### src/rtl/ppas_pkg.sv
// Shared types and constants for the Paxos proposer/acceptor step block.
// No dependencies; every other file but ppas_if.sv takes names from here by scope.
`default_nettype none

package ppas_pkg;

   // message function codes on the input channel
   localparam logic [2:0] OP_PREPARE     = 3'd0;
   localparam logic [2:0] OP_PREPARE_ACK = 3'd1;
   localparam logic [2:0] OP_ACCEPT      = 3'd2;
   localparam logic [2:0] OP_ACCEPT_ACK  = 3'd3;
   localparam logic [2:0] OP_START       = 3'd4;

   // kinds of outgoing message
   localparam logic [2:0] KIND_PREPARE     = 3'd0;
   localparam logic [2:0] KIND_PREPARE_ACK = 3'd1;
   localparam logic [2:0] KIND_ACCEPT      = 3'd2;
   localparam logic [2:0] KIND_ACCEPT_ACK  = 3'd3;
   localparam logic [2:0] KIND_CHOSE       = 3'd4;

   // configuration register indexes
   localparam logic [1:0] REG_NODE_ID   = 2'd0;
   localparam logic [1:0] REG_QUORUM    = 2'd1;
   localparam logic [1:0] REG_OWN_VALUE = 2'd2;

   localparam logic [3:0] NODE_ID_RESET   = 4'd0;
   localparam logic [4:0] QUORUM_RESET    = 5'd2;
   localparam logic [7:0] OWN_VALUE_RESET = 8'd0;
   localparam logic [3:0] ROUND_RESET     = 4'd2;

   localparam logic [4:0]        CNT_MAX   = 5'd31;
   localparam logic signed [8:0] BEST_NONE = -9'sd1;

   // decoupling queue between front and back
   localparam int Q_DEPTH = 2;
   localparam int Q_PTR_W = (Q_DEPTH > 1) ? $clog2(Q_DEPTH) : 1;
   localparam int Q_CNT_W = $clog2(Q_DEPTH + 1);

   typedef struct packed {
      logic [2:0] func;
      logic [3:0] sender;
      logic [7:0] proposal;
      logic [7:0] payload;
   } entry_type;

   typedef struct packed {
      logic [2:0] out_kind;
      logic       to_all;
      logic [3:0] dest;
      logic [7:0] out_proposal;
      logic [7:0] out_value;
   } rsp_type;

   typedef struct packed {
      logic [3:0] node_id;
      logic [4:0] quorum;
   } cfg_type;

   typedef struct packed {
      logic full;
      logic empty;
   } qstat_type;

endpackage

`default_nettype wire

### src/rtl/ppas_if.sv
// Valid/ready channel interfaces for request and response beats.
// Stand-alone; no package dependency.
`default_nettype none

interface ppas_req_if;
   logic       valid;
   logic       ready;
   logic [2:0] func;
   logic [3:0] sender;
   logic [7:0] proposal;
   logic [7:0] payload;

   modport source (output valid, output func, output sender, output proposal,
                   output payload, input ready);
   modport sink   (input valid, input func, input sender, input proposal,
                   input payload, output ready);
endinterface

interface ppas_rsp_if;
   logic       valid;
   logic       ready;
   logic [2:0] out_kind;
   logic       to_all;
   logic [3:0] dest;
   logic [7:0] out_proposal;
   logic [7:0] out_value;

   modport source (output valid, output out_kind, output to_all, output dest,
                   output out_proposal, output out_value, input ready);
   modport sink   (input valid, input out_kind, input to_all, input dest,
                   input out_proposal, input out_value, output ready);
endinterface

`default_nettype wire

### src/rtl/paxos_proposer_acceptor_step.sv
// Single-decree Paxos node (proposer and acceptor) with a valid/ready
// request channel, a valid/ready response channel and an APB-style CSR port.
//
// Use: each request beat is one message (prepare, prepare-ack, accept,
// accept-ack, or start). Each yields at most one response beat: a unicast
// reply, a broadcast prepare/accept, or a chose report. Malformed messages
// (unknown function, sender not below MAX_NODES except on start) are dropped at the front.
// Flow: a kept request is written into a two-entry queue, and the execute
// stage pops it into the output register; one message per cycle is taken
// while the response side is ready. When the response side stalls the output
// register holds, the queue fills, and req ready drops once it is full.
// Reset (synchronous, active high) restores round 2, clears the acceptor
// state and counters, and sets node_id 0, quorum 2, own_value 0.
// CSRs: node_id at 0x0, quorum at 0x4, own_value at 0x8; write them only
// while no message is in flight. A write of own_value also loads the value
// being proposed. pready is tied high.
`default_nettype none

module paxos_proposer_acceptor_step #(
   parameter int MAX_NODES = 16
) (
   input  wire         clock,
   input  wire         reset,
   ppas_req_if.sink    req_bus,
   ppas_rsp_if.source  rsp_bus,
   input  wire         psel,
   input  wire         penable,
   input  wire         pwrite,
   input  wire  [3:0]  paddr,
   input  wire  [31:0] pwdata,
   output logic [31:0] prdata,
   output logic        pready
);

   logic [3:0] node_id_ff, node_id_in;
   logic [4:0] quorum_ff, quorum_in;
   logic [7:0] own_value_ff, own_value_in;

   logic                csr_wr;
   logic [1:0]          csr_idx;
   logic                own_load;
   ppas_pkg::cfg_type   cfg;
   ppas_pkg::entry_type req_item;
   ppas_pkg::entry_type push_item;
   ppas_pkg::entry_type head_item;
   ppas_pkg::qstat_type q_stat;
   ppas_pkg::rsp_type   rsp;
   logic                q_push;
   logic                q_pop;
   logic                req_ready;
   logic                rsp_valid;

   assign pready  = 1'b1;
   assign csr_wr  = psel && penable && pwrite && pready;
   assign csr_idx = paddr[3:2];

   always_comb begin
      node_id_in   = node_id_ff;
      quorum_in    = quorum_ff;
      own_value_in = own_value_ff;
      own_load     = 1'b0;
      if (csr_wr) begin
         case (csr_idx)
            ppas_pkg::REG_NODE_ID:   node_id_in = pwdata[3:0];
            ppas_pkg::REG_QUORUM:    quorum_in  = pwdata[4:0];
            ppas_pkg::REG_OWN_VALUE: begin
               own_value_in = pwdata[7:0];
               own_load     = 1'b1;
            end
            default: begin
            end
         endcase
      end
   end

   always_comb begin
      case (csr_idx)
         ppas_pkg::REG_NODE_ID:   prdata = {28'd0, node_id_ff};
         ppas_pkg::REG_QUORUM:    prdata = {27'd0, quorum_ff};
         ppas_pkg::REG_OWN_VALUE: prdata = {24'd0, own_value_ff};
         default:                 prdata = 32'd0;
      endcase
   end

   always_ff @(posedge clock) begin
      if (reset) begin
         node_id_ff   <= ppas_pkg::NODE_ID_RESET;
         quorum_ff    <= ppas_pkg::QUORUM_RESET;
         own_value_ff <= ppas_pkg::OWN_VALUE_RESET;
      end else begin
         node_id_ff   <= node_id_in;
         quorum_ff    <= quorum_in;
         own_value_ff <= own_value_in;
      end
   end

   assign cfg.node_id = node_id_ff;
   assign cfg.quorum  = quorum_ff;

   assign req_item = '{req_bus.func, req_bus.sender, req_bus.proposal, req_bus.payload};
   assign req_bus.ready = req_ready;

   ppas_front #(
      .MAX_NODES (MAX_NODES)
   ) u_front (
      .req_valid (req_bus.valid),
      .req_item  (req_item),
      .req_ready (req_ready),
      .q_stat    (q_stat),
      .q_push    (q_push),
      .q_item    (push_item)
   );

   ppas_fifo u_fifo (
      .clock     (clock),
      .reset     (reset),
      .push      (q_push),
      .push_item (push_item),
      .pop       (q_pop),
      .head_item (head_item),
      .stat      (q_stat)
   );

   ppas_back u_back (
      .clock          (clock),
      .reset          (reset),
      .cfg            (cfg),
      .own_load       (own_load),
      .own_load_value (own_value_in),
      .q_stat         (q_stat),
      .q_item         (head_item),
      .q_pop          (q_pop),
      .rsp_valid      (rsp_valid),
      .rsp_ready      (rsp_bus.ready),
      .rsp            (rsp)
   );

   assign rsp_bus.valid        = rsp_valid;
   assign rsp_bus.out_kind     = rsp.out_kind;
   assign rsp_bus.to_all       = rsp.to_all;
   assign rsp_bus.dest         = rsp.dest;
   assign rsp_bus.out_proposal = rsp.out_proposal;
   assign rsp_bus.out_value    = rsp.out_value;

`ifndef SYNTH
   a_no_push_full: assert property (@(posedge clock) disable iff (reset)
      q_push |-> !q_stat.full)
      else $error("queue written while full");

   a_back_drains: assert property (@(posedge clock) disable iff (reset)
      (!q_stat.empty && (!rsp_valid || rsp_bus.ready)) |-> q_pop)
      else $error("execute stage idle with work queued and output free");

   a_drop_unknown: assert property (@(posedge clock) disable iff (reset)
      (req_bus.valid && req_bus.ready && (req_bus.func > ppas_pkg::OP_START))
      |-> !q_push)
      else $error("unknown message function reached the queue");

   a_empty_to_idle: assert property (@(posedge clock) disable iff (reset)
      (q_stat.empty && !q_push && rsp_valid && rsp_bus.ready) |=> !rsp_valid)
      else $error("response shown with no message executed");
`endif

endmodule

`default_nettype wire

### src/rtl/ppas_front.sv
// Front end: accepts request beats, drops malformed messages, feeds the queue.
// Depends on ppas_pkg.
`default_nettype none

module ppas_front #(
   parameter int MAX_NODES = 16
) (
   input  wire                 req_valid,
   input  ppas_pkg::entry_type req_item,
   output logic                req_ready,
   input  ppas_pkg::qstat_type q_stat,
   output logic                q_push,
   output ppas_pkg::entry_type q_item
);

   logic known_func;
   logic sender_ok;
   logic keep;

   always_comb begin
      known_func = (req_item.func <= ppas_pkg::OP_START);
      // start comes from the host, so its sender field means nothing
      sender_ok  = (req_item.func == ppas_pkg::OP_START) ||
                   ({1'b0, req_item.sender} < 5'(MAX_NODES));
      keep       = known_func && sender_ok;
   end

   assign req_ready = !q_stat.full;
   assign q_push    = req_valid && req_ready && keep;
   assign q_item    = req_item;

endmodule

`default_nettype wire

### src/rtl/ppas_fifo.sv
// Short queue that decouples the front end from the execute stage.
// Depends on ppas_pkg for the entry type and depth.
`default_nettype none

module ppas_fifo (
   input  wire                 clock,
   input  wire                 reset,
   input  wire                 push,
   input  ppas_pkg::entry_type push_item,
   input  wire                 pop,
   output ppas_pkg::entry_type head_item,
   output ppas_pkg::qstat_type stat
);

   localparam int PW = ppas_pkg::Q_PTR_W;
   localparam int CW = ppas_pkg::Q_CNT_W;
   localparam logic [PW-1:0] LAST = PW'(ppas_pkg::Q_DEPTH - 1);

   ppas_pkg::entry_type mem_ff [ppas_pkg::Q_DEPTH];
   logic [PW-1:0] wr_ptr_ff, wr_ptr_in;
   logic [PW-1:0] rd_ptr_ff, rd_ptr_in;
   logic [CW-1:0] count_ff, count_in;

   always_comb begin
      wr_ptr_in = wr_ptr_ff;
      rd_ptr_in = rd_ptr_ff;
      count_in  = count_ff;
      if (push) begin
         wr_ptr_in = (wr_ptr_ff == LAST) ? '0 : wr_ptr_ff + PW'(1);
      end
      if (pop) begin
         rd_ptr_in = (rd_ptr_ff == LAST) ? '0 : rd_ptr_ff + PW'(1);
      end
      if (push && !pop) begin
         count_in = count_ff + CW'(1);
      end else if (pop && !push) begin
         count_in = count_ff - CW'(1);
      end
   end

   always_ff @(posedge clock) begin
      if (reset) begin
         wr_ptr_ff <= '0;
         rd_ptr_ff <= '0;
         count_ff  <= '0;
      end else begin
         wr_ptr_ff <= wr_ptr_in;
         rd_ptr_ff <= rd_ptr_in;
         count_ff  <= count_in;
      end
   end

   always_ff @(posedge clock) begin
      if (push) begin
         mem_ff[wr_ptr_ff] <= push_item;
      end
   end

   assign head_item  = mem_ff[rd_ptr_ff];
   assign stat.empty = (count_ff == '0);
   assign stat.full  = (count_ff == CW'(ppas_pkg::Q_DEPTH));

endmodule

`default_nettype wire

### src/rtl/ppas_back.sv
// Execute stage: holds proposer/acceptor state, runs one message per beat,
// and registers the outgoing message. Depends on ppas_pkg.
`default_nettype none

module ppas_back (
   input  wire                 clock,
   input  wire                 reset,
   input  ppas_pkg::cfg_type   cfg,
   input  wire                 own_load,
   input  wire [7:0]           own_load_value,
   input  ppas_pkg::qstat_type q_stat,
   input  ppas_pkg::entry_type q_item,
   output logic                q_pop,
   output logic                rsp_valid,
   input  wire                 rsp_ready,
   output ppas_pkg::rsp_type   rsp
);

   logic [3:0]        round_ff, round_in;
   logic [7:0]        myprop_ff, myprop_in;
   logic [7:0]        promised_ff, promised_in;
   logic [7:0]        acc_num_ff, acc_num_in;
   logic [7:0]        acc_byte_ff, acc_byte_in;
   logic signed [8:0] best_ff, best_in;
   logic [7:0]        propval_ff, propval_in;
   logic [4:0]        pack_cnt_ff, pack_cnt_in;
   logic [4:0]        aack_cnt_ff, aack_cnt_in;
   logic [7:0]        decided_ff, decided_in;
   logic              rsp_valid_ff, rsp_valid_in;
   ppas_pkg::rsp_type rsp_ff, rsp_in;

   logic       has_rsp;
   logic       do_start;
   logic [3:0] round_base;
   logic [7:0] pv;
   logic [7:0] pm;
   logic       pack_hit;
   logic       aack_hit;
   logic [4:0] pack_bump;
   logic [4:0] aack_bump;

   // advance whenever a message is queued and the output register is free or being drained
   assign q_pop = !q_stat.empty && (!rsp_valid_ff || rsp_ready);

   always_comb begin
      pack_hit  = ({1'b0, pack_cnt_ff} + 6'd1) == {1'b0, cfg.quorum};
      aack_hit  = ({1'b0, aack_cnt_ff} + 6'd1) == {1'b0, cfg.quorum};
      pack_bump = (pack_cnt_ff == ppas_pkg::CNT_MAX) ? pack_cnt_ff : pack_cnt_ff + 5'd1;
      aack_bump = (aack_cnt_ff == ppas_pkg::CNT_MAX) ? aack_cnt_ff : aack_cnt_ff + 5'd1;
   end

   always_comb begin
      round_in    = round_ff;
      myprop_in   = myprop_ff;
      promised_in = promised_ff;
      acc_num_in  = acc_num_ff;
      acc_byte_in = acc_byte_ff;
      best_in     = best_ff;
      propval_in  = propval_ff;
      pack_cnt_in = pack_cnt_ff;
      aack_cnt_in = aack_cnt_ff;
      decided_in  = decided_ff;
      rsp_in      = rsp_ff;
      has_rsp     = 1'b0;
      do_start    = 1'b0;
      round_base  = round_ff;
      pv          = propval_ff;
      pm          = promised_ff;

      if (q_pop) begin
         case (q_item.func)
            ppas_pkg::OP_PREPARE: begin
               if (q_item.proposal > promised_ff) begin
                  promised_in = q_item.proposal;
               end
               has_rsp = 1'b1;
               rsp_in  = '{ppas_pkg::KIND_PREPARE_ACK, 1'b0, q_item.sender,
                           acc_num_ff, acc_byte_ff};
            end
            ppas_pkg::OP_PREPARE_ACK: begin
               if (q_item.payload != 8'd0 &&
                   $signed({1'b0, q_item.proposal}) > best_ff) begin
                  pv      = q_item.payload;
                  best_in = $signed({1'b0, q_item.proposal});
               end
               propval_in  = pv;
               pack_cnt_in = pack_bump;
               if (pack_hit) begin
                  best_in = ppas_pkg::BEST_NONE;
                  has_rsp = 1'b1;
                  rsp_in  = '{ppas_pkg::KIND_ACCEPT, 1'b1, 4'd0, myprop_ff, pv};
               end
            end
            ppas_pkg::OP_ACCEPT: begin
               if (q_item.proposal >= promised_ff) begin
                  pm          = q_item.proposal;
                  acc_num_in  = q_item.proposal;
                  acc_byte_in = q_item.payload;
               end
               promised_in = pm;
               has_rsp     = 1'b1;
               rsp_in      = '{ppas_pkg::KIND_ACCEPT_ACK, 1'b0, q_item.sender, pm, 8'd0};
            end
            ppas_pkg::OP_ACCEPT_ACK: begin
               if (q_item.proposal > myprop_ff) begin
                  // someone is ahead: catch up on the round and retry
                  if (q_item.proposal[7:4] > round_ff) begin
                     round_base = q_item.proposal[7:4];
                  end
                  do_start = 1'b1;
               end else begin
                  aack_cnt_in = aack_bump;
                  if (aack_hit) begin
                     decided_in = propval_ff;
                     has_rsp    = 1'b1;
                     rsp_in     = '{ppas_pkg::KIND_CHOSE, 1'b0, cfg.node_id,
                                    q_item.proposal, propval_ff};
                  end
               end
            end
            ppas_pkg::OP_START: begin
               do_start = 1'b1;
            end
            default: begin
            end
         endcase
      end

      if (do_start) begin
         round_in    = round_base + 4'd1;
         myprop_in   = {round_in, cfg.node_id};
         pack_cnt_in = 5'd0;
         aack_cnt_in = 5'd0;
         has_rsp     = 1'b1;
         rsp_in      = '{ppas_pkg::KIND_PREPARE, 1'b1, 4'd0, myprop_in, 8'd0};
      end

      if (own_load) begin
         propval_in = own_load_value;
      end

      if (q_pop) begin
         rsp_valid_in = has_rsp;
      end else if (rsp_ready) begin
         rsp_valid_in = 1'b0;
      end else begin
         rsp_valid_in = rsp_valid_ff;
      end
   end

   always_ff @(posedge clock) begin
      if (reset) begin
         round_ff     <= ppas_pkg::ROUND_RESET;
         myprop_ff    <= 8'd0;
         promised_ff  <= 8'd0;
         acc_num_ff   <= 8'd0;
         acc_byte_ff  <= 8'd0;
         best_ff      <= 9'sd0;
         propval_ff   <= ppas_pkg::OWN_VALUE_RESET;
         pack_cnt_ff  <= 5'd0;
         aack_cnt_ff  <= 5'd0;
         decided_ff   <= 8'd0;
         rsp_valid_ff <= 1'b0;
      end else begin
         round_ff     <= round_in;
         myprop_ff    <= myprop_in;
         promised_ff  <= promised_in;
         acc_num_ff   <= acc_num_in;
         acc_byte_ff  <= acc_byte_in;
         best_ff      <= best_in;
         propval_ff   <= propval_in;
         pack_cnt_ff  <= pack_cnt_in;
         aack_cnt_ff  <= aack_cnt_in;
         decided_ff   <= decided_in;
         rsp_valid_ff <= rsp_valid_in;
      end
   end

   always_ff @(posedge clock) begin
      rsp_ff <= rsp_in;
   end

   assign rsp_valid = rsp_valid_ff;
   assign rsp       = rsp_ff;

endmodule

`default_nettype wire
### src/flat_wrapper.sv
// flat-port wrapper written by rule: the top's interface ports become plain ports
module paxos_proposer_acceptor_step_flat 
#(
   parameter int MAX_NODES = 16
)
  (clock, reset, psel, penable, pwrite, paddr, pwdata, prdata, pready, req_bus_valid, req_bus_func, req_bus_sender, req_bus_proposal, req_bus_payload, req_bus_ready, rsp_bus_valid, rsp_bus_out_kind, rsp_bus_to_all, rsp_bus_dest, rsp_bus_out_proposal, rsp_bus_out_value, rsp_bus_ready);
  ppas_req_if req_bus_i ();
  ppas_rsp_if rsp_bus_i ();
  input  wire clock;
  input  wire reset;
  input  wire psel;
  input  wire penable;
  input  wire pwrite;
  input  wire  [3:0] paddr;
  input  wire  [31:0] pwdata;
  output logic [31:0] prdata;
  output logic pready;
  input wire logic [$bits(req_bus_i.valid)-1:0] req_bus_valid;
  input wire logic [$bits(req_bus_i.func)-1:0] req_bus_func;
  input wire logic [$bits(req_bus_i.sender)-1:0] req_bus_sender;
  input wire logic [$bits(req_bus_i.proposal)-1:0] req_bus_proposal;
  input wire logic [$bits(req_bus_i.payload)-1:0] req_bus_payload;
  output wire logic [$bits(req_bus_i.ready)-1:0] req_bus_ready;
  output wire logic [$bits(rsp_bus_i.valid)-1:0] rsp_bus_valid;
  output wire logic [$bits(rsp_bus_i.out_kind)-1:0] rsp_bus_out_kind;
  output wire logic [$bits(rsp_bus_i.to_all)-1:0] rsp_bus_to_all;
  output wire logic [$bits(rsp_bus_i.dest)-1:0] rsp_bus_dest;
  output wire logic [$bits(rsp_bus_i.out_proposal)-1:0] rsp_bus_out_proposal;
  output wire logic [$bits(rsp_bus_i.out_value)-1:0] rsp_bus_out_value;
  input wire logic [$bits(rsp_bus_i.ready)-1:0] rsp_bus_ready;
  assign req_bus_i.valid = req_bus_valid;
  assign req_bus_i.func = req_bus_func;
  assign req_bus_i.sender = req_bus_sender;
  assign req_bus_i.proposal = req_bus_proposal;
  assign req_bus_i.payload = req_bus_payload;
  assign req_bus_ready = req_bus_i.ready;
  assign rsp_bus_valid = rsp_bus_i.valid;
  assign rsp_bus_out_kind = rsp_bus_i.out_kind;
  assign rsp_bus_to_all = rsp_bus_i.to_all;
  assign rsp_bus_dest = rsp_bus_i.dest;
  assign rsp_bus_out_proposal = rsp_bus_i.out_proposal;
  assign rsp_bus_out_value = rsp_bus_i.out_value;
  assign rsp_bus_i.ready = rsp_bus_ready;
  paxos_proposer_acceptor_step #(.MAX_NODES(MAX_NODES)) u_core (.clock(clock), .reset(reset), .req_bus(req_bus_i), .rsp_bus(rsp_bus_i), .psel(psel), .penable(penable), .pwrite(pwrite), .paddr(paddr), .pwdata(pwdata), .prdata(prdata), .pready(pready));
endmodule
### config.mk
export PLATFORM = sky130hd
export DESIGN_NAME = paxos_proposer_acceptor_step_flat
export DESIGN_NICKNAME = d
export VERILOG_FILES = /design/src/rtl/ppas_pkg.sv /design/src/rtl/ppas_if.sv /design/src/rtl/paxos_proposer_acceptor_step.sv /design/src/rtl/ppas_front.sv /design/src/rtl/ppas_fifo.sv /design/src/rtl/ppas_back.sv /design/src/flat_wrapper.sv
export SDC_FILE = /design/constraint.sdc
export NUM_CORES = 1
export LEC_CHECK = 0
export BUFFER_PORTS_ARGS = -buffer_cell sky130_fd_sc_hd__clkbuf_2
export CAP_MARGIN = 40
export CORE_AREA = 2 2 120 122
export CTS_CLUSTER_DIAMETER = 60
export DETAILED_ROUTE_END_ITERATION = 6
export DIE_AREA = 0 0 122 124
export GPL_ROUTABILITY_DRIVEN = 0
export PLACE_DENSITY = 0.77
export SETUP_SLACK_MARGIN = 0.4
export SYNTH_ARGS = -nofsm -noshare
export SYNTH_HDL_FRONTEND = slang
export SYNTH_SLANG_ARGS = --single-unit
### constraint.sdc
create_clock -name clock -period 5.05 [get_ports clock]
set_input_delay 0.505 -clock clock [delete_from_list [all_inputs] [get_ports clock]]
set_output_delay 0.505 -clock clock [all_outputs]
set_load 0.02 [all_outputs]
==> results of run 1 <==
## worst register-to-register path, cell delays in order, from the launching register on
cell      delay, ns
dfxtp_2        0.52
mux2i_1        0.47
inv_1          0.23
ha_1           0.35
nand4_1        0.09
nor2_1         0.06
a211oi_1       0.45
o21bai_1       0.32
nor2_1         0.32
nor2_1         0.07
a21oi_1        0.20
ha_1           0.26
inv_1          0.10
nand2_1        0.06
a21boi_0       0.08
a31oi_1        0.15
o32a_1         0.19
nand3_1        0.08
## area by class of cell
type                            instances  area (um2)
Tap cell                              180         225
Clock inverter                          9        86.3
Sequential cell                       153        3600
Timing Repair Buffer                   85         457
Clock buffer                           23         500
Inverter                               42         158
Fill cell                            1197        4980
Multi-Input combinational cell        548        3700
## sequential cells by signal (all words and copies together), names as in the netlist, named ones only
signal / flops
u_core.u_fifo.mem_ff: 46
u_core.u_back.rsp: 24
u_core.u_back.best_ff: 9
u_core.own_value_ff: 8
u_core.u_back.acc_byte_ff: 8
u_core.u_back.acc_num_ff: 8
u_core.u_back.promised_ff: 8
u_core.u_back.propval_ff: 8
u_core.quorum_ff: 5
u_core.u_back.aack_cnt_ff: 5
u_core.u_back.myprop_ff: 5
u_core.u_back.pack_cnt_ff: 5
u_core.node_id_ff: 4
u_core.u_back.round_ff: 4
u_core.u_fifo.count_ff: 2
u_core.u_back.rsp_valid: 1
u_core.u_fifo.rd_ptr_ff: 1
u_core.u_fifo.wr_ptr_ff: 1
## how the worst max path moves through the flow
stage | end | slack, ns
3_3_place_gp | u_core.u_back.rsp[14]$_DFFE_PP_ | 1.0
2_1_floorplan | u_core.u_back.rsp[14]$_DFFE_PP_ | 1.15
5_1_grt | u_core.u_back.rsp[14]$_DFFE_PP_ | 0.42
4_1_cts | u_core.u_back.rsp[14]$_DFFE_PP_ | 0.75
6_report | u_core.u_back.rsp[14]$_DFFE_PP_ | 0.78
3_5_place_dp | u_core.u_back.rsp[14]$_DFFE_PP_ | 0.87
## repair_timing
item | CTS | global route
setup endpoints to repair | 0 | 2
resized for setup | 0 | 3
hold buffers | 0 | 0
## power by group through the flow
stage | clock network [mW] | logic [mW] | registers, mW
floorplan | 0 | 0.976 | 1.70
global placement | 0 | 1.39 | 1.64
detailed placement | 0 | 1.42 | 1.64
CTS | 1.26 | 1.44 | 1.62
global route | 1.32 | 1.61 | 1.64
finish | 1.25 | 1.46 | 1.62
## per-stage QoR
step	power [mW]	setup slack [ns]
2_1_floorplan	2.68	1.15
3_3_place_gp	3.03	1.00
3_5_place_dp	3.06	0.866
4_1_cts	4.32	0.751
5_1_grt	4.57	0.418
6_report	4.33	0.777
## cells in the final DEF (no fill, tap or decap), drive strengths merged, types with 8 or more instances in the layout
cell type  instances
nand3             19
nor2b             11
nor2              86
clkbuf            96
buf               12
a211oi            32
ha                32
a21oi             47
dfxtp             99
xnor2             13
conb              25
mux2i             41
inv               44
o21ai             29
nand2             64
and2               8
or4                8
a221oi            14
nor3              11
edfxtp            54
## per-layer routing
| metal | share of wire | global-route usage | routed length, um | vias up |
|---|---|---|---|---|
| li1 | - | - | - | 2924 |
| met1 | 0.43 | 0.328 | 7880 | 2871 |
| met2 | 0.48 | 0.427 | 8790 | 221 |
| met3 | 0.065 | 0.0540 | 1200 | 35 |
| met4 | 0.023 | 0.115 | 428 | 0 |
| met5 | 0 | 0 | 0 | - |
## cell families after synthesis
| kind of cell | count (synthesis) | share of synthesized area |
|---|---|---|
| AO/OA/AOI/OAI | 176 | 0.166 |
| XOR/XNOR | 22 | 0.0286 |
| adder cells (fa/ha/maj) | 32 | 0.0519 |
| buffers and inverters | 103 | 0.0666 |
| flip-flops | 153 | 0.468 |
| multiplexers | 44 | 0.0581 |
| other | 2 | 0.000974 |
| AND/OR/NAND/NOR | 249 | 0.161 |
==> flow_metrics.tcl, run 1 <==
set metrics [dict create \
    status "finished with violations" \
    violations "DRC" \
    cts_tree "yes" \
    period_needed_ns 4.27 \
    path_buf_inv 2 \
    slew_violations 0 \
    cpMostUsedCell "nor2_1" \
    antenna_found_initial 0 \
    whs_path_depth 1 \
    postSynthAreaPerCell_um2 9.87 \
    hpwl_um 12900 \
    rows 43 \
    power_density_nw_per_um2 495 \
    power_switching_mw 1.57 \
    overflow 0 \
    fin_cells 1040 \
    wl_per_cell_um 17.6 \
    hold_violations 0 \
    antenna_cells 0 \
    worst-r2r-setup-slack_ns 0.78 \
    fp.coreArea_um2 13700 \
    required_ns 5.23 \
    cp.arrival_ns 4.45 \
    die-area_um2 15100 \
    die_x_um 122 \
    synth-main-ff-cell "dfxtp_1" \
    grt_pass1_vias 5917 \
    start_util 0.562 \
    rr_endpoint "u_core.u_back.rsp[14]$_DFFE_PP_" \
    insertion_delay_ns 0.43 \
    critical_path_peak_fanout 9 \
    cts-root-buf "clkbuf_16" \
    clockPowerShare 0.288 \
    crit_path_top_delay_cell "dfxtp_2" \
    wl_um 18300 \
    io_pins 125 \
    grt_usage 0.258 \
    drt_iter0_drc 499 \
    cts_sinks 153 \
    slew_headroom 0.394 \
    p_sw_frac 0.363 \
    worst_slew_pin_slew_ns 0.883 \
    area_growth_pct 13.3 \
    ir_drop_mv 0.284 \
    min_to "u_core.u_fifo.mem_ff[1][19]$_DFFE_PP_" \
    pwr-share-comb 0.337 \
    yosysWarnings 0 \
    die_y_um 124 \
    cts_buffer_depth 2 \
    drc_errors 2 \
    synth.top_cell.area_share 0.257 \
    final_util 0.637 \
    p_int_mw 2.76 \
    synth.area.top_cells "dfxtp_1 26%, edfxtp_1 21%, mux2i_1 5.3%" \
    syn_area_um2 7710 \
    hp-start "req_bus_sender[3]" \
    port_buffers 73 \
    synth_area_leader_cell "dfxtp_1" \
    synth_top_cells_by_count "99 x dfxtp_1, 83 x nor2_1, 61 x nand2_1" \
    clock_skew_ns 0.00844 \
    fmax_mhz 234 \
    worstSetupPathDepth 17 \
    post-cts-setup-buffers 0 \
    critical_path_class "reg -> reg" \
    crit_family "compound AO/OA/AOI/OAI gates" \
    dp.cells 1008 \
    synth_edf_count 54 \
    synth_cell_types 71 \
    seqPwrFrac 0.375 \
    yosysMostFrequentCell "dfxtp_1" \
    synth-async-reset-ratio 0 \
    vias 6051 \
    drive_gt1_frac 0.179 \
    synthCells 781 \
    hold_ws_ns 0.263 \
    setup_viol 0 \
    grt_pass1_wl_um 29900 \
    fin_crit_sh 0.846 \
    final_area_um2 8740 \
    routed_via_density 5.82 \
    cp-start-kind "flip-flop" \
    nets 945 \
    cp-end-kind "flip-flop" \
    clk_pin_slew_ns 0.06 \
    drv_cap 0 \
    path_cells "mux2i_1 -> inv_1 -> ha_1 -> nand4_1 -> nor2_1 -> a211oi_1 -> o21bai_1 -> nor2_1 -> nor2_1 -> a21oi_1 -> ha_1 -> inv_1 -> nand2_1 -> a21boi_0 -> a31oi_1 -> o32a_1 -> nand3_1" \
    cpPeakStageDelay_ns 0.52 \
    dr.pass1.iters 7 \
    antenna_left 0 \
    fin_setup_tns_ns 0 \
    grt_max_degree 55 \
    dpl_cell_area_um2 8140 \
    cts_max_level 4 \
    rsz0062_at_grt "no" \
    ys_ff_latch 153 \
    leakage_nw 3.40 \
    hp-class "in -> reg" \
    reg2reg_depth 17 \
    cts_buffers 17 \
    yosysSeqAreaShare 0.468 \
]
(Power assumes the default switching activity.)
==> inputs of run 2 (changes only) <==
--- a/config.mk
+++ b/config.mk
@@ -5,12 +5,13 @@
 export SDC_FILE = /design/constraint.sdc
 export NUM_CORES = 1
 export LEC_CHECK = 0
+export ABC_AREA = 1
 export BUFFER_PORTS_ARGS = -buffer_cell sky130_fd_sc_hd__clkbuf_2
 export CAP_MARGIN = 40
-export CORE_AREA = 2 2 120 122
+export CORE_AREA = 2 2 119 121
 export CTS_CLUSTER_DIAMETER = 60
 export DETAILED_ROUTE_END_ITERATION = 6
-export DIE_AREA = 0 0 122 124
+export DIE_AREA = 0 0 121 123
 export GPL_ROUTABILITY_DRIVEN = 0
 export PLACE_DENSITY = 0.77
 export SETUP_SLACK_MARGIN = 0.4
==> constraint.sdc (replaced) <==
create_clock -name clock -period 4 [get_ports clock]
set_input_delay 0.4 -clock clock [delete_from_list [all_inputs] [get_ports clock]]
set_output_delay 0.4 -clock clock [all_outputs]
set_load 0.02 [all_outputs]
==> flow_metrics.tcl, run 2 <==
set metrics [dict create \
    status "finished, final reports clean" \
    setup_viol 0 \
    vias 6489 \
    cts_buffer_depth 2 \
    pwr-share-comb 0.397 \
    worst_slew_pin_slew_ns 0.876 \
    drv_cap 0 \
    fmax_mhz 296 \
    port_buffers 73 \
    leakage_nw 3.76 \
    slew_violations 0 \
    multiInputGateArea_um2 3400 \
    rsz0062_at_grt "no" \
    antenna_cells 0 \
    cts_buffers 17 \
    postSynthAreaPerCell_um2 8.22 \
    power_switching_mw 2.52 \
    p_int_mw 3.66 \
    cts_sinks 153 \
    hp-class "in -> reg" \
    synthCells 924 \
    drt_iter0_drc 660 \
    synth.area.top_cells "dfxtp_1 26%, edfxtp_1 21%, nand2_1 9.9%" \
    grt_pass1_vias 5920 \
    seqPwrFrac 0.333 \
    top_register "u_core.u_fifo.mem_ff" \
    period_needed_ns 3.38 \
    critical_path_class "reg -> reg" \
    clockPowerShare 0.271 \
    synth_edf_count 54 \
    final.setup.worst_slack_ns 0.618 \
    worst-r2r-setup-slack_ns 0.62 \
    grt_usage 0.258 \
    rr_endpoint "u_core.u_back.rsp[11]$_DFFE_PP_" \
    insertion_delay_ns 0.43 \
    nets 1103 \
    required_ns 4.17 \
    cts_max_level 4 \
    regArea_um2 3600 \
    cp-end-kind "flip-flop" \
    pre_cts_ws_ns 0.0756 \
    drc_errors 0 \
    grt_max_degree 31 \
    cp-start-kind "flip-flop" \
    layout_common_cells "199 x nand2_1, 98 x a21oi_1, 98 x dfxtp_1" \
    antenna_left 0 \
    slew_headroom 0.415 \
    antenna_found_initial 0 \
    synth.top_cell.area_share 0.261 \
    hold_violations 0 \
    ys_ff_latch 153 \
    area_growth_pct 15.4 \
    fin_setup_tns_ns 0 \
    clock_skew_ns 0.00837 \
    rows 43 \
    path_buf_inv 4 \
    synth-async-reset-ratio 0 \
    wl_um 18400 \
    overflow 0 \
    crit_path_top_delay_cell "dfxtp_2" \
    dr.pass1.iters 5 \
    cts_tree "yes" \
    fin_crit_sh 0.845 \
    yosysSeqAreaShare 0.475 \
    io_pins 125 \
    p_total_mw 6.18 \
    fin_cells 1198 \
    hp-start "req_bus_proposal[5]" \
    synth-main-ff-cell "dfxtp_1" \
    wl_per_cell_um 15.3 \
    fillers 1165 \
    cts-root-buf "clkbuf_16" \
    cpMostUsedCell "nand2_1" \
    p_sw_frac 0.408 \
    clk_pin_slew_ns 0.06 \
    ir_drop_mv 0.394 \
    power_density_nw_per_um2 705 \
    synth_top_cells_by_count "200 x nand2_1, 99 x a21oi_1, 99 x dfxtp_1" \
    min_to "u_core.u_fifo.mem_ff[1][13]$_DFFE_PP_" \
    synth_area_leader_cell "dfxtp_1" \
    reg2reg_depth 17 \
    fp.coreArea_um2 13600 \
    synth_cell_types 44 \
    cpPeakStageDelay_ns 0.42 \
    die_x_um 121 \
    cp.arrival_ns 3.55 \
    dp.cells 1163 \
    final_area_um2 8760 \
    path_cells "inv_2 -> or2_2 -> o21ai_0 -> inv_2 -> ha_1 -> nand2_1 -> nor2_1 -> nand2_1 -> nand2_1 -> nand2_1 -> nor2_2 -> inv_2 -> nand2_2 -> buf_4 -> nor2_2 -> o211ai_1 -> nand2_1" \
    syn_area_um2 7590 \
    routed_via_density 5.42 \
    dpl_cell_area_um2 8090 \
    yosysMostFrequentCell "nand2_1" \
    crit_family "simple AND/OR/NAND/NOR gates" \
    yosysWarnings 0 \
    layout_commonest_cell "nand2_1" \
    critical_path_peak_fanout 20 \
    grt_pass1_wl_um 29500 \
    die_y_um 123 \
    hpwl_um 13200 \
    drive_gt1_frac 0.167 \
    largest_register_ffs 46 \
    start_util 0.558 \
    whs_path_depth 1 \
    die-area_um2 14900 \
]
## run 2: worst reg2reg max path, delay by kind of cell (launching register included)
family | cells | cell delay, ns
AND/OR/NAND/NOR | 10 | 1.30
buffers and inverters | 4 | 0.67
flip-flops | 1 | 0.42
AO/OA/AOI/OAI | 2 | 0.38
adder cells (fa/ha/maj) | 1 | 0.35
## run 2: how the worst max path moves through the flow
stage              start                               to  slack (ns)  cells past startpoint
3_5_place_dp   flip-flop  u_core.u_back.rsp[12]$_DFFE_PP_        0.08                     14
5_1_grt        flip-flop  u_core.u_back.rsp[11]$_DFFE_PP_        0.39                     17
6_report       flip-flop  u_core.u_back.rsp[11]$_DFFE_PP_        0.62                     17
4_1_cts        flip-flop  u_core.u_back.rsp[11]$_DFFE_PP_        0.42                     19
3_3_place_gp   flip-flop  u_core.u_back.rsp[12]$_DFFE_PP_        0.14                     14
2_1_floorplan  flip-flop  u_core.u_back.rsp[10]$_DFFE_PP_        0.81                     17
## run 2: logic make-up after synthesis
kind of cell / after synthesis / synth area share
AOI/OAI and AO/OA: 209 / 0.154
xor gates and xnor gates: 15 / 0.0173
adders and majority gates: 32 / 0.0527
buffers and inverters: 157 / 0.0935
DFF: 153 / 0.475
muxes: 2 / 0.00264
other: 2 / 0.000989
and+or+nand+nor: 354 / 0.205
## run 2: layout make-up
class	count	share of cell area
clock buffers	18	0.0501
multi-input cells	637	0.388
inverters	104	0.0446
flip-flops and latches	153	0.411
repair buffers	92	0.0597
well taps	180	0.0257
clock inverters	14	0.0208
## run 2: power by group through the flow
| stage | Clock [mW] | Combinational (mW) | Sequential (mW) |
|---|---|---|---|
| 3_5_place_dp | 0 | 2.31 | 2.08 |
| 6_report | 1.67 | 2.45 | 2.05 |
| 5_1_grt | 1.75 | 2.73 | 2.08 |
| 2_1_floorplan | 0 | 1.57 | 2.16 |
| 4_1_cts | 1.68 | 2.40 | 2.05 |
| 3_3_place_gp | 0 | 2.24 | 2.08 |
## run 2: stage by stage
stage,hold WS [ns],util
floorplan,0.426,-
CTS,0.145,0.643
global placement,0.435,0.592
finish,0.159,0.644
global route,0.149,0.644
detailed placement,0.443,0.594
## run 2: timing repair
action                     4_1_cts  5_1_grt
setup endpoints to repair       31       74
cloned                           0        0
buffers inserted                 3        0
hold buffers                     0        0
resized for setup                6        9
pin swaps                        2        0
## run 2: per-layer routing
metal  GRT usage  routed length (um)
met3      0.0526                1340
met4      0.0850                 346
met2       0.412                8410
met1       0.352                8270
met5           0                   0
